File: src/hdl/dsb_pkg.sv
// ----------------------------------------------------------------------------
// dsb_pkg
// Shared types and codes for the dual-stack bundle processor core.
// ----------------------------------------------------------------------------
`default_nettype none

package dsb_pkg;

  // Host commands after classification by the front end.
  typedef enum logic [2:0] {
    CMD_WRITE = 3'd0,
    CMD_READ  = 3'd1,
    CMD_PUSH  = 3'd2,
    CMD_POP   = 3'd3,
    CMD_START = 3'd4,
    CMD_STEP  = 3'd5,
    CMD_NONE  = 3'd7
  } cmd_t;

  typedef struct packed {
    cmd_t        cmd;
    logic [15:0] addr;
    logic [31:0] value;
  } req_t;

  // Result status codes.
  localparam logic [2:0] ST_OK      = 3'd0;
  localparam logic [2:0] ST_HALT    = 3'd1;
  localparam logic [2:0] ST_IOQ     = 3'd2;
  localparam logic [2:0] ST_IOI     = 3'd3;
  localparam logic [2:0] ST_INVALID = 3'd4;
  localparam logic [2:0] ST_DIVZ    = 3'd5;

  // Opcodes of one bundle slot.
  localparam logic [4:0] OPC_NOP   = 5'd0;
  localparam logic [4:0] OPC_LIT   = 5'd1;
  localparam logic [4:0] OPC_DUP   = 5'd2;
  localparam logic [4:0] OPC_DROP  = 5'd3;
  localparam logic [4:0] OPC_SWAP  = 5'd4;
  localparam logic [4:0] OPC_PUSH  = 5'd5;
  localparam logic [4:0] OPC_POP   = 5'd6;
  localparam logic [4:0] OPC_JUMP  = 5'd7;
  localparam logic [4:0] OPC_CALL  = 5'd8;
  localparam logic [4:0] OPC_CCALL = 5'd9;
  localparam logic [4:0] OPC_RET   = 5'd10;
  localparam logic [4:0] OPC_EQ    = 5'd11;
  localparam logic [4:0] OPC_NE    = 5'd12;
  localparam logic [4:0] OPC_LT    = 5'd13;
  localparam logic [4:0] OPC_GT    = 5'd14;
  localparam logic [4:0] OPC_FETCH = 5'd15;
  localparam logic [4:0] OPC_STORE = 5'd16;
  localparam logic [4:0] OPC_ADD   = 5'd17;
  localparam logic [4:0] OPC_SUB   = 5'd18;
  localparam logic [4:0] OPC_MUL   = 5'd19;
  localparam logic [4:0] OPC_DIV   = 5'd20;
  localparam logic [4:0] OPC_AND   = 5'd21;
  localparam logic [4:0] OPC_OR    = 5'd22;
  localparam logic [4:0] OPC_XOR   = 5'd23;
  localparam logic [4:0] OPC_SHIFT = 5'd24;
  localparam logic [4:0] OPC_ZRET  = 5'd25;
  localparam logic [4:0] OPC_HALT  = 5'd26;
  localparam logic [4:0] OPC_ENUM  = 5'd27;
  localparam logic [4:0] OPC_IOQ   = 5'd28;
  localparam logic [4:0] OPC_IOI   = 5'd29;

  localparam logic [7:0] OPC_LAST  = 8'd29;

  typedef struct packed {
    logic        start;
    logic [31:0] dividend;
    logic [31:0] divisor;
  } div_req_t;

  typedef struct packed {
    logic        done;
    logic [31:0] quot;
    logic [31:0] rem;
  } div_rsp_t;

endpackage

`default_nettype wire

File: src/hdl/dsb_front.sv
// ----------------------------------------------------------------------------
// dsb_front
// Request front end: accepts host requests, classifies the operation and
// holds them in a two-entry queue for the execution back end.
// ----------------------------------------------------------------------------
`default_nettype none

module dsb_front (
  input  wire logic          clk,
  input  wire logic          rst,
  input  wire logic          in_valid,
  output logic               in_ready,
  input  wire logic [2:0]    op,
  input  wire logic [15:0]   addr,
  input  wire logic [31:0]   value,
  input  wire logic          block,
  output dsb_pkg::req_t      head,
  output logic               head_valid,
  input  wire logic          pop
);

  dsb_pkg::req_t q [2];
  logic [1:0]    count;
  logic          wr_ptr;
  logic          rd_ptr;
  dsb_pkg::cmd_t cmd;
  logic          push;

  always_comb begin
    case (op)
      3'd0:    cmd = dsb_pkg::CMD_WRITE;
      3'd1:    cmd = dsb_pkg::CMD_READ;
      3'd2:    cmd = dsb_pkg::CMD_PUSH;
      3'd3:    cmd = dsb_pkg::CMD_POP;
      3'd4:    cmd = dsb_pkg::CMD_START;
      3'd5:    cmd = dsb_pkg::CMD_STEP;
      default: cmd = dsb_pkg::CMD_NONE;
    endcase
  end

  assign in_ready   = !block && (count != 2'd2);
  assign push       = in_valid && in_ready;
  assign head_valid = (count != 2'd0);
  assign head       = q[rd_ptr];

  always_ff @(posedge clk) begin
    if (rst) begin
      count  <= 2'd0;
      wr_ptr <= 1'b0;
      rd_ptr <= 1'b0;
    end else begin
      if (push) wr_ptr <= !wr_ptr;
      if (pop)  rd_ptr <= !rd_ptr;
      if (push && !pop)      count <= count + 2'd1;
      else if (pop && !push) count <= count - 2'd1;
    end
  end

  always_ff @(posedge clk) begin
    if (push) begin
      q[wr_ptr] <= '{cmd: cmd, addr: addr, value: value};
    end
  end

endmodule

`default_nettype wire

File: config.mk
export PLATFORM = sky130hd
export DESIGN_NAME = dsb_front
export DESIGN_NICKNAME = d
export VERILOG_FILES = /design/src/hdl/dsb_pkg.sv /design/src/hdl/dsb_front.sv
export SDC_FILE = /design/constraint.sdc
export NUM_CORES = 1
export LEC_CHECK = 0
export BUFFER_PORTS_ARGS = -buffer_cell sky130_fd_sc_hd__buf_4
export CORE_MARGIN = 5
export CORE_UTILIZATION = 45
export CTS_CLUSTER_DIAMETER = 120
export DETAILED_ROUTE_END_ITERATION = 10
export PLACE_DENSITY = 0.7
export SYNTH_ARGS = -nofsm -noshare
export SYNTH_HDL_FRONTEND = slang
export SYNTH_SLANG_ARGS = --single-unit
File: constraint.sdc
create_clock -name clk -period 3.6 [get_ports clk]
set_input_delay 0.72 -clock clk [delete_from_list [all_inputs] [get_ports clk]]
set_output_delay 0.72 -clock clk [all_outputs]
set_load 0.005 [all_outputs]
==> results.json <==
{
  "synth_area_leaders": "edfxtp_1 (78%), mux2_2 (13%), dfxtp_1 (2.5%)",
  "ys_ff_latch": 107,
  "cts-htree-levels": 3,
  "cp.arrival_ns": 1.80,
  "path_class": "flip-flop to output port",
  "clkPwrFrac_pct": 29.1,
  "crit_path_end_kind": "output port",
  "overflow": 0,
  "dieArea_sq_mm": 0.01072,
  "clock.fmax_mhz": 396.4,
  "power_switching_w": 0.0005471,
  "final_core_util_pct": 59.19,
  "rsz0062_at_grt": "no",
  "drc": 0,
  "initial_utilization_pct": 45.58,
  "antenna_cells": 0,
  "synth_cell_type_count": 21,
  "drt_wl_total_mm": 6.947,
  "syn_nets": 244,
  "hp-class": "flip-flop to flip-flop",
  "hold_viol": 0,
  "layout-drive-gt1-share_pct": 58.58,
  "clk_path_buf_depth": 2,
  "portBuffers": 108,
  "postRouteAntennaNets": 0,
  "wl_per_cell_um": 16.66,
  "critPathMaxStageDelay_ns": 0.66,
  "die_w_um": 103.5,
  "cts_tree": "built",
  "cts_buffers": 9,
  "swShare_pct": 21.92,
  "clock-sinks": 107,
  "pwr-share-seq_pct": 58.3,
  "maxCapViolations": 0,
  "grt_use_total_pct": 13.46,
  "finalNetCount": 361,
  "critPathMaxFanout": 32,
  "dpl.hpwl_mm": 4.790,
  "finalSetupViolCount": 0,
  "drv_slew": 0,
  "tightest_slew_ns": 0.7008,
  "fin_crit_sh_pct": 70.07,
  "leakage_nw": 1.896,
  "via_per_inst": 4.859,
  "comb_power_share_pct": 12.6,
  "area_growth_pct": 29.85,
  "drtIter0Drc": 29,
  "grt_antenna_before_repair": 0,
  "post_synth_instance_area_sq_mm": 0.003936,
  "num_vias": 2026,
  "die_y_um": 103.5,
  "io_pins": 109,
  "power_density_mw_per_mm2": 488.4,
  "finClkSkew_ns": 0.01964,
  "syn_inst": 187,
  "finalWeightedCongestion": 0.6779,
  "yosysTopAreaCell": "edfxtp_1",
  "tns_ns": 0,
  "period_minus_slack_ns": 2.523,
  "grt_max_degree": 33,
  "hold_buffers": 0,
  "clkTransAtPathRegs_ns": 0.08,
  "slowest_stage": "dfxtp_2",
  "crit_path_start_kind": "flip-flop",
  "post_cts_buffers": 0,
  "maxSlewHeadroom_pct": 53.28,
  "core_area_sq_mm": 0.008636,
  "root_buffer": "clkbuf_8",
  "synth.top_cell.area_share_pct": 77.81,
  "required_ns": 2.88,
  "status": "finished, final reports clean",
  "num_rows": 34,
  "yosys_warnings": 0,
  "grt_pass1_wl_mm": 11.33,
  "syn_area_per_cell_sq_um": 21.05,
  "ctsResizeCount": 0,
  "seq_area_frac_synth_pct": 80.36,
  "n_fill_cell": 671,
  "grt_pass1_vias": 2197,
  "drt_pass1_iterations": 4,
  "crit_chain": "buf_12 > mux2_2 > buf_4",
  "intPower_w": 0.001949,
  "peakVddDrop_mv": 0.2485,
  "clk_latency_ns": 0.37
}
[sequential cells by signal (all words and copies together), names as in the netlist, named ones only]
signal and count:
count 2, wr_ptr 1, rd_ptr 1, q 102
[placed cells by master, fill, tap and decap left out, drive strengths merged]
cell,Yosys,final
buf,6,114
edfxtp,102,102
mux2,52,52
clkbuf,2,10
nor2,5,5
dfxtp,5,5
inv,1,3
nor2b,3,3
xor2,2,2
clkinvlp,0,2
a21o,1,1
nor3b,1,1
or2,1,1
and2,1,1
xnor2,1,1
o21ai,1,1
or3,1,1
a21oi,1,1
ha,1,1
bufinv,0,1
clkinv,0,1
[through the flow]
stage | setup slack [ns] | hold WS, ns | power (W) | area, sq um | cells
6_report | 1.077 | 0.5173 | 0.002496 | 5111 | 417
3_5_place_dp | 1.173 | 0.5068 | 0.001807 | 4912 | 401
4_1_cts | 0.9949 | 0.5060 | 0.002529 | 5111 | 417
2_1_floorplan | 0.8377 | 0.4556 | 0.001621 | 3939 | 187
3_3_place_gp | 1.211 | 0.4864 | 0.001799 | 4912 | 401
5_1_grt | 0.9248 | 0.4967 | 0.002611 | 5111 | 417
[Yosys cell counts]
library cell    n
xnor2_1         1
buf_2           1
xor2_1          2
a21oi_1         1
nor2b_2         1
inv_1           1
clkbuf_1        2
or2_2           1
nor3b_4         1
or3_1           1
and2_1          1
a21o_1          1
nor2_1          5
nor2b_1         2
ha_1            1
edfxtp_1      102
o21ai_0         1
mux2_1          6
buf_4           5
dfxtp_1         5
mux2_2         46
[kinds of logic after synthesis]
kind of cell,Yosys count,share of synthesized area [%]
buffers and inverters,9,1.367
xor gates and xnor gates,3,0.6676
DFF,107,80.36
and+or+nand+nor,12,1.971
adders and majority gates,1,0.3178
AOI/OAI and AO/OA,3,0.4448
muxes,52,14.88
[worst max-delay path: cells and delay by family (launching register included)]
family	cells	cell delay, ns
flops	1	0.66
buf+inv	2	0.41
mux	1	0.37
[per-layer routing]
layer,GRT usage [%],vias to the layer above,wire [um]
met2,20.81,80,3452
met4,5.998,0,100
li1,-,953,-
met5,0,-,0
met1,16.84,984,2891
met3,5.100,9,502
[final timing paths]
| kind | start | to | slack [ns] | cells past startpoint |
|---|---|---|---|---|
| setup / recovery | flip-flop | head[16] | 1.08 | 3 |
| hold / removal | count[1]$_SDFFE_PP0P_ | count[1]$_SDFFE_PP0P_ | 0.52 | 2 |
| setup reg to reg | count[0]$_SDFFE_PP0P_ | q[1][5]$_DFFE_PP_ | 1.59 | 4 |
| hold reg to reg | count[1]$_SDFFE_PP0P_ | count[1]$_SDFFE_PP0P_ | 0.52 | 2 |
[power groups by stage]
stage,logic (W),registers (W),clock network (W)
floorplan,0.000148,0.00147,0
global placement,0.000316,0.00148,0
detailed placement,0.000320,0.00149,0
CTS,0.000322,0.00146,0.000749
global route,0.000344,0.00146,0.000802
finish,0.000314,0.00146,0.000726
[area by class of cell]
type,instances,area [sq um],share of cell area [%]
clock buffers,10,127.6,2.497
clock inverters,6,71.32,1.395
flip-flops and latches,107,3164,61.91
repair buffers,114,880.8,17.23
well taps,108,135.1,2.644
multi-input cells,71,728.2,14.25
inverters,1,3.754,0.07344
Note: power is estimated with default switching activity, not from simulation.
