===== config.mk =====
export PLATFORM = sky130hd
export DESIGN_NAME = dsb_div
export DESIGN_NICKNAME = d
export VERILOG_FILES = /design/src/hdl/dsb_pkg.sv /design/src/hdl/dsb_div.sv
export SDC_FILE = /design/constraint.sdc
export NUM_CORES = 1
export LEC_CHECK = 0
export ABC_AREA = 1
export ABC_CLOCK_PERIOD_IN_PS = 4900
export BUFFER_PORTS_ARGS = -buffer_cell sky130_fd_sc_hd__buf_2
export CAP_MARGIN = 40
export CORE_UTILIZATION = 65
export CTS_BUF_LIST = sky130_fd_sc_hd__clkbuf_16
export DETAILED_ROUTE_END_ITERATION = 12
export HOLD_SLACK_MARGIN = 0.1
export MAX_ROUTING_LAYER = met4
export PLACE_DENSITY = 0.92
export SETUP_SLACK_MARGIN = 0.02
export SYNTH_ARGS = -nofsm -noshare
export SYNTH_HDL_FRONTEND = slang
export SYNTH_SLANG_ARGS = --single-unit
export TNS_END_PERCENT = 5

===== constraint.sdc =====
create_clock -name clk -period 4.9 [get_ports clk]
set_input_delay 0.49 -clock clk [delete_from_list [all_inputs] [get_ports clk]]
set_output_delay 0.49 -clock clk [all_outputs]
set_load 0.05 [all_outputs]

===== src/hdl/dsb_pkg.sv =====
// ----------------------------------------------------------------------------
// dsb_pkg
// Shared types and codes for the dual-stack bundle processor core.
// ----------------------------------------------------------------------------
`default_nettype none

package dsb_pkg;

  // Host commands after classification by the front end.
  typedef enum logic [2:0] {
    CMD_WRITE = 3'd0,
    CMD_READ  = 3'd1,
    CMD_PUSH  = 3'd2,
    CMD_POP   = 3'd3,
    CMD_START = 3'd4,
    CMD_STEP  = 3'd5,
    CMD_NONE  = 3'd7
  } cmd_t;

  typedef struct packed {
    cmd_t        cmd;
    logic [15:0] addr;
    logic [31:0] value;
  } req_t;

  // Result status codes.
  localparam logic [2:0] ST_OK      = 3'd0;
  localparam logic [2:0] ST_HALT    = 3'd1;
  localparam logic [2:0] ST_IOQ     = 3'd2;
  localparam logic [2:0] ST_IOI     = 3'd3;
  localparam logic [2:0] ST_INVALID = 3'd4;
  localparam logic [2:0] ST_DIVZ    = 3'd5;

  // Opcodes of one bundle slot.
  localparam logic [4:0] OPC_NOP   = 5'd0;
  localparam logic [4:0] OPC_LIT   = 5'd1;
  localparam logic [4:0] OPC_DUP   = 5'd2;
  localparam logic [4:0] OPC_DROP  = 5'd3;
  localparam logic [4:0] OPC_SWAP  = 5'd4;
  localparam logic [4:0] OPC_PUSH  = 5'd5;
  localparam logic [4:0] OPC_POP   = 5'd6;
  localparam logic [4:0] OPC_JUMP  = 5'd7;
  localparam logic [4:0] OPC_CALL  = 5'd8;
  localparam logic [4:0] OPC_CCALL = 5'd9;
  localparam logic [4:0] OPC_RET   = 5'd10;
  localparam logic [4:0] OPC_EQ    = 5'd11;
  localparam logic [4:0] OPC_NE    = 5'd12;
  localparam logic [4:0] OPC_LT    = 5'd13;
  localparam logic [4:0] OPC_GT    = 5'd14;
  localparam logic [4:0] OPC_FETCH = 5'd15;
  localparam logic [4:0] OPC_STORE = 5'd16;
  localparam logic [4:0] OPC_ADD   = 5'd17;
  localparam logic [4:0] OPC_SUB   = 5'd18;
  localparam logic [4:0] OPC_MUL   = 5'd19;
  localparam logic [4:0] OPC_DIV   = 5'd20;
  localparam logic [4:0] OPC_AND   = 5'd21;
  localparam logic [4:0] OPC_OR    = 5'd22;
  localparam logic [4:0] OPC_XOR   = 5'd23;
  localparam logic [4:0] OPC_SHIFT = 5'd24;
  localparam logic [4:0] OPC_ZRET  = 5'd25;
  localparam logic [4:0] OPC_HALT  = 5'd26;
  localparam logic [4:0] OPC_ENUM  = 5'd27;
  localparam logic [4:0] OPC_IOQ   = 5'd28;
  localparam logic [4:0] OPC_IOI   = 5'd29;

  localparam logic [7:0] OPC_LAST  = 8'd29;

  typedef struct packed {
    logic        start;
    logic [31:0] dividend;
    logic [31:0] divisor;
  } div_req_t;

  typedef struct packed {
    logic        done;
    logic [31:0] quot;
    logic [31:0] rem;
  } div_rsp_t;

endpackage

`default_nettype wire


===== src/hdl/dsb_div.sv =====
// ----------------------------------------------------------------------------
// dsb_div
// Iterative signed divider: one quotient bit per cycle on magnitudes, with
// truncating signs applied at the output.
// ----------------------------------------------------------------------------
`default_nettype none

module dsb_div (
  input  wire logic      clk,
  input  wire logic      rst,
  input  dsb_pkg::div_req_t req,
  output dsb_pkg::div_rsp_t rsp
);

  logic        busy;
  logic        done;
  logic [4:0]  cnt;
  logic [31:0] rem;
  logic [31:0] quo;
  logic [31:0] dvs;
  logic        neg_q;
  logic        neg_r;
  logic [32:0] sh;
  logic [32:0] diff;

  assign sh   = {rem, quo[31]};
  assign diff = sh - {1'b0, dvs};

  always_ff @(posedge clk) begin
    if (rst) begin
      busy <= 1'b0;
      done <= 1'b0;
    end else begin
      done <= 1'b0;
      if (req.start) begin
        busy <= 1'b1;
        cnt  <= 5'd0;
      end else if (busy) begin
        cnt <= cnt + 5'd1;
        if (cnt == 5'd31) begin
          busy <= 1'b0;
          done <= 1'b1;
        end
      end
    end
  end

  always_ff @(posedge clk) begin
    if (req.start) begin
      rem   <= 32'd0;
      quo   <= req.dividend[31] ? (32'd0 - req.dividend) : req.dividend;
      dvs   <= req.divisor[31] ? (32'd0 - req.divisor) : req.divisor;
      neg_q <= req.dividend[31] ^ req.divisor[31];
      neg_r <= req.dividend[31];
    end else if (busy) begin
      if (!diff[32]) begin
        rem <= diff[31:0];
        quo <= {quo[30:0], 1'b1};
      end else begin
        rem <= sh[31:0];
        quo <= {quo[30:0], 1'b0};
      end
    end
  end

  assign rsp.done = done;
  assign rsp.quot = neg_q ? (32'd0 - quo) : quo;
  assign rsp.rem  = neg_r ? (32'd0 - rem) : rem;

endmodule

`default_nettype wire


==> results_dict.tcl <==
set metrics [dict create \
    drt_iter0_markers 1122 \
    fp.coreArea_sq_um 15300 \
    rsz0062_at_grt "false" \
    antenna_found_initial 1 \
    netlist_instances 1591 \
    insertion_delay_ns 0.37 \
    syn-num-nets 1697 \
    max_slew.worst_pin.slew_ns 0.767 \
    holdCritStartpoint "rst" \
    gp_congestion 1.01 \
    hpwl_mm 22.6 \
    drive_above_1_share_pct 14.3 \
    synthToLayoutAreaGrowth_pct 10.6 \
    power.leakage_nw 6.12 \
    tns_ns 0 \
    finalCriticalPeriod_ns 3.33 \
    cts-resized-gates 0 \
    cp-start-kind "flip-flop" \
    sw_frac_of_total_pct 39.2 \
    seqPwrFrac_pct 39.5 \
    clkTransAtPathRegs_ns 0.08 \
    power_mw 2.74 \
    r2r-start "quo[31]" \
    cts_setup_buffers 0 \
    hold_viol_final 0 \
    crit_fanout 18 \
    syn_avg_cell_area_sq_um 6.41 \
    grt_pass1_wl_mm 46.0 \
    register_area_sq_um 2810 \
    status "completed" \
    power.internal_mw 1.66 \
    die_y_microns 127 \
    path_class "flip-flop to output port" \
    fin_crit_sh_pct 67.9 \
    cts_tree "built" \
    wl_per_cell_microns 15.0 \
    fin_util_pct 74.0 \
    ir_drop_v 0.000215 \
    synth-edff-count 71 \
    r2r-end "rem[0]" \
    fin_nets 1811 \
    synth_top_area_share_pct 20.9 \
    r2r_slack_ns 2.09 \
    fmax_mhz 301 \
    hold_path_end "done" \
    num_vias 10500 \
    crit_required_ns 4.41 \
    cpMaxStageDelayCell "edfxtp_1" \
    ys_warn_count 0 \
    fp.dieW_microns 127 \
    grt_pass1_vias 9738 \
    clockPowerShare_pct 27.7 \
    mappedNetlistArea_sq_um 10200 \
    h-tree-depth 3 \
    powerDensity_nw_per_um2 242 \
    endpoint_kind "output port" \
    ant_nets 0 \
    routed_wirelength_mm 28.8 \
    numPortBuffers 131 \
    ys.flop_type "edfxtp_1" \
    drc 0 \
    hold_path.class "input pin to flip-flop" \
    grt-ovfl-total 0 \
    netlist_top_cells_count "nand2_1 (480), inv_1 (297), nor2_1 (149)" \
    synth-seq-area-share_pct 27.6 \
    postCtsHoldBufs 0 \
    slowest_delay_ns 0.80 \
    finalSetupViolCount 0 \
    slew_headroom_pct 48.9 \
    crit_chain "inv_1 -> a21oi_1 -> inv_1 -> o21ai_0 -> nor2_1 -> xor2_1 -> buf_2" \
    io_pins 132 \
    vias_per_cell 5.49 \
    track_usage_pct 37.4 \
    clockBufferDepth 2 \
    maxSlewViolCount 0 \
    initial_core_util_pct 66.9 \
    root_buffer "clkbuf_16" \
    cp.arrival_ns 2.84 \
    ys_types 48 \
    dieArea_sq_um 16200 \
    multi_input_area_sq_um 6050 \
    maxCapViolations 0 \
    placementRows 45 \
    yosys-top-cells-area "edfxtp_1 (21%), nand2_1 (18%), inv_1 (11%)" \
    first_pass_iters 7 \
    crit_path_frequent_cell "inv_1" \
    holdPathStages 2 \
    synth.most_common_cell "nand2_1" \
    finClkSkew_ns 0.0108 \
    n_fill_cell 1250 \
    clkSinkCount 105 \
    cts_buffers 9 \
    p_comb_share_pct 32.7 \
    synth_area_leader_cell "edfxtp_1" \
    ff2ff_path_depth 17 \
    ys_async_sr_fraction_pct 0 \
    grt_max_degree 71 \
    p_sw_mw 1.07 \
    synth_seq_cells 105 \
]
-- worst max-delay path by stage --
stage | startpoint | to | slack, ns | depth (start not counted)
after floorplan | quo[0] | rsp[60] | 2.16 | 10
after global placement | rem[0] | rsp[22] | 2.15 | 10
after detailed placement | neg_q | rsp[58] | 2.06 | 7
after CTS | neg_q | rsp[58] | 1.65 | 7
after global routing | rem[0] | rsp[22] | 1.44 | 10
final | neg_q | rsp[58] | 1.57 | 7
-- area by class of cell --
cell class,instances,share of cell area (%)
Multi-Input combinational cell,1148,53.6
Sequential cell,105,24.9
Inverter,303,10.1
Timing Repair Buffer,138,6.45
Tap cell,211,2.34
Clock buffer,9,1.99
Clock inverter,7,0.632
Antenna cell,1,0.0222
-- kinds of logic (layout without fill, tap and decap cells) --
family / count (synthesis) / in the layout / synth area share [%]
xor gates and xnor gates: 117 / 117 / 10.0
DFF: 105 / 105 / 27.6
and+or+nand+nor: 871 / 871 / 38.0
AOI/OAI and AO/OA: 121 / 121 / 6.37
adders and majority gates: 39 / 39 / 4.85
other: 0 / 1 / 0
buffers and inverters: 338 / 457 / 13.2
-- layer usage --
metal,up-vias,share of wire (%),GRT usage [%]
li1,5155,-,-
met1,4720,40,45.3
met2,557,46,61.6
met3,112,9.1,5.99
met4,0,4.7,16.2
met5,-,0,-
-- worst max-delay path, delay by kind of cell (launching register included) --
family,cells,cell delay (ns)
AO/OA/AOI/OAI,2,0.50
XOR/XNOR,1,0.19
buffers and inverters,3,0.89
flip-flops,1,0.80
AND/OR/NAND/NOR,1,0.09
-- state kept, by name (all words and copies together), names as in the netlist --
signal	flops
busy	1
neg_r	1
cnt	5
quo	32
rem	32
done	1
dvs	32
neg_q	1
-- power by group through the flow --
| stage | Combinational [mW] | Clock, mW | Sequential (mW) |
|---|---|---|---|
| after floorplan | 0.658 | 0 | 1.08 |
| after global placement | 0.860 | 0 | 1.10 |
| after detailed placement | 0.879 | 0 | 1.10 |
| after CTS | 0.883 | 0.750 | 1.08 |
| after global routing | 0.961 | 0.784 | 1.09 |
| final | 0.896 | 0.759 | 1.08 |
-- placed cells by master, fill, tap and decap left out, drive strengths merged, types with 5 or more instances in the layout --
cell type	n
and2	5
nor3	33
dfxtp	34
nand4	23
or2	6
buf	138
nand2	529
a31oi	9
xnor2	30
nor2	155
o21ai	71
a21oi	30
inv	304
clkbuf	9
ha	38
edfxtp	71
nand3	109
xor2	87
-- stage by stage --
step | setup slack, ns | instance area [sq um] | cells | hold slack, ns
finish | 1.57 | 11300 | 1922 | 0.307
global route | 1.44 | 11300 | 1922 | 0.322
CTS | 1.65 | 11300 | 1921 | 0.315
detailed placement | 2.06 | 11000 | 1905 | 0.488
global placement | 2.15 | 11000 | 1904 | 0.463
floorplan | 2.16 | 10200 | 1591 | 0.446
No activity file was read; power rests on OpenSTA's default activity.
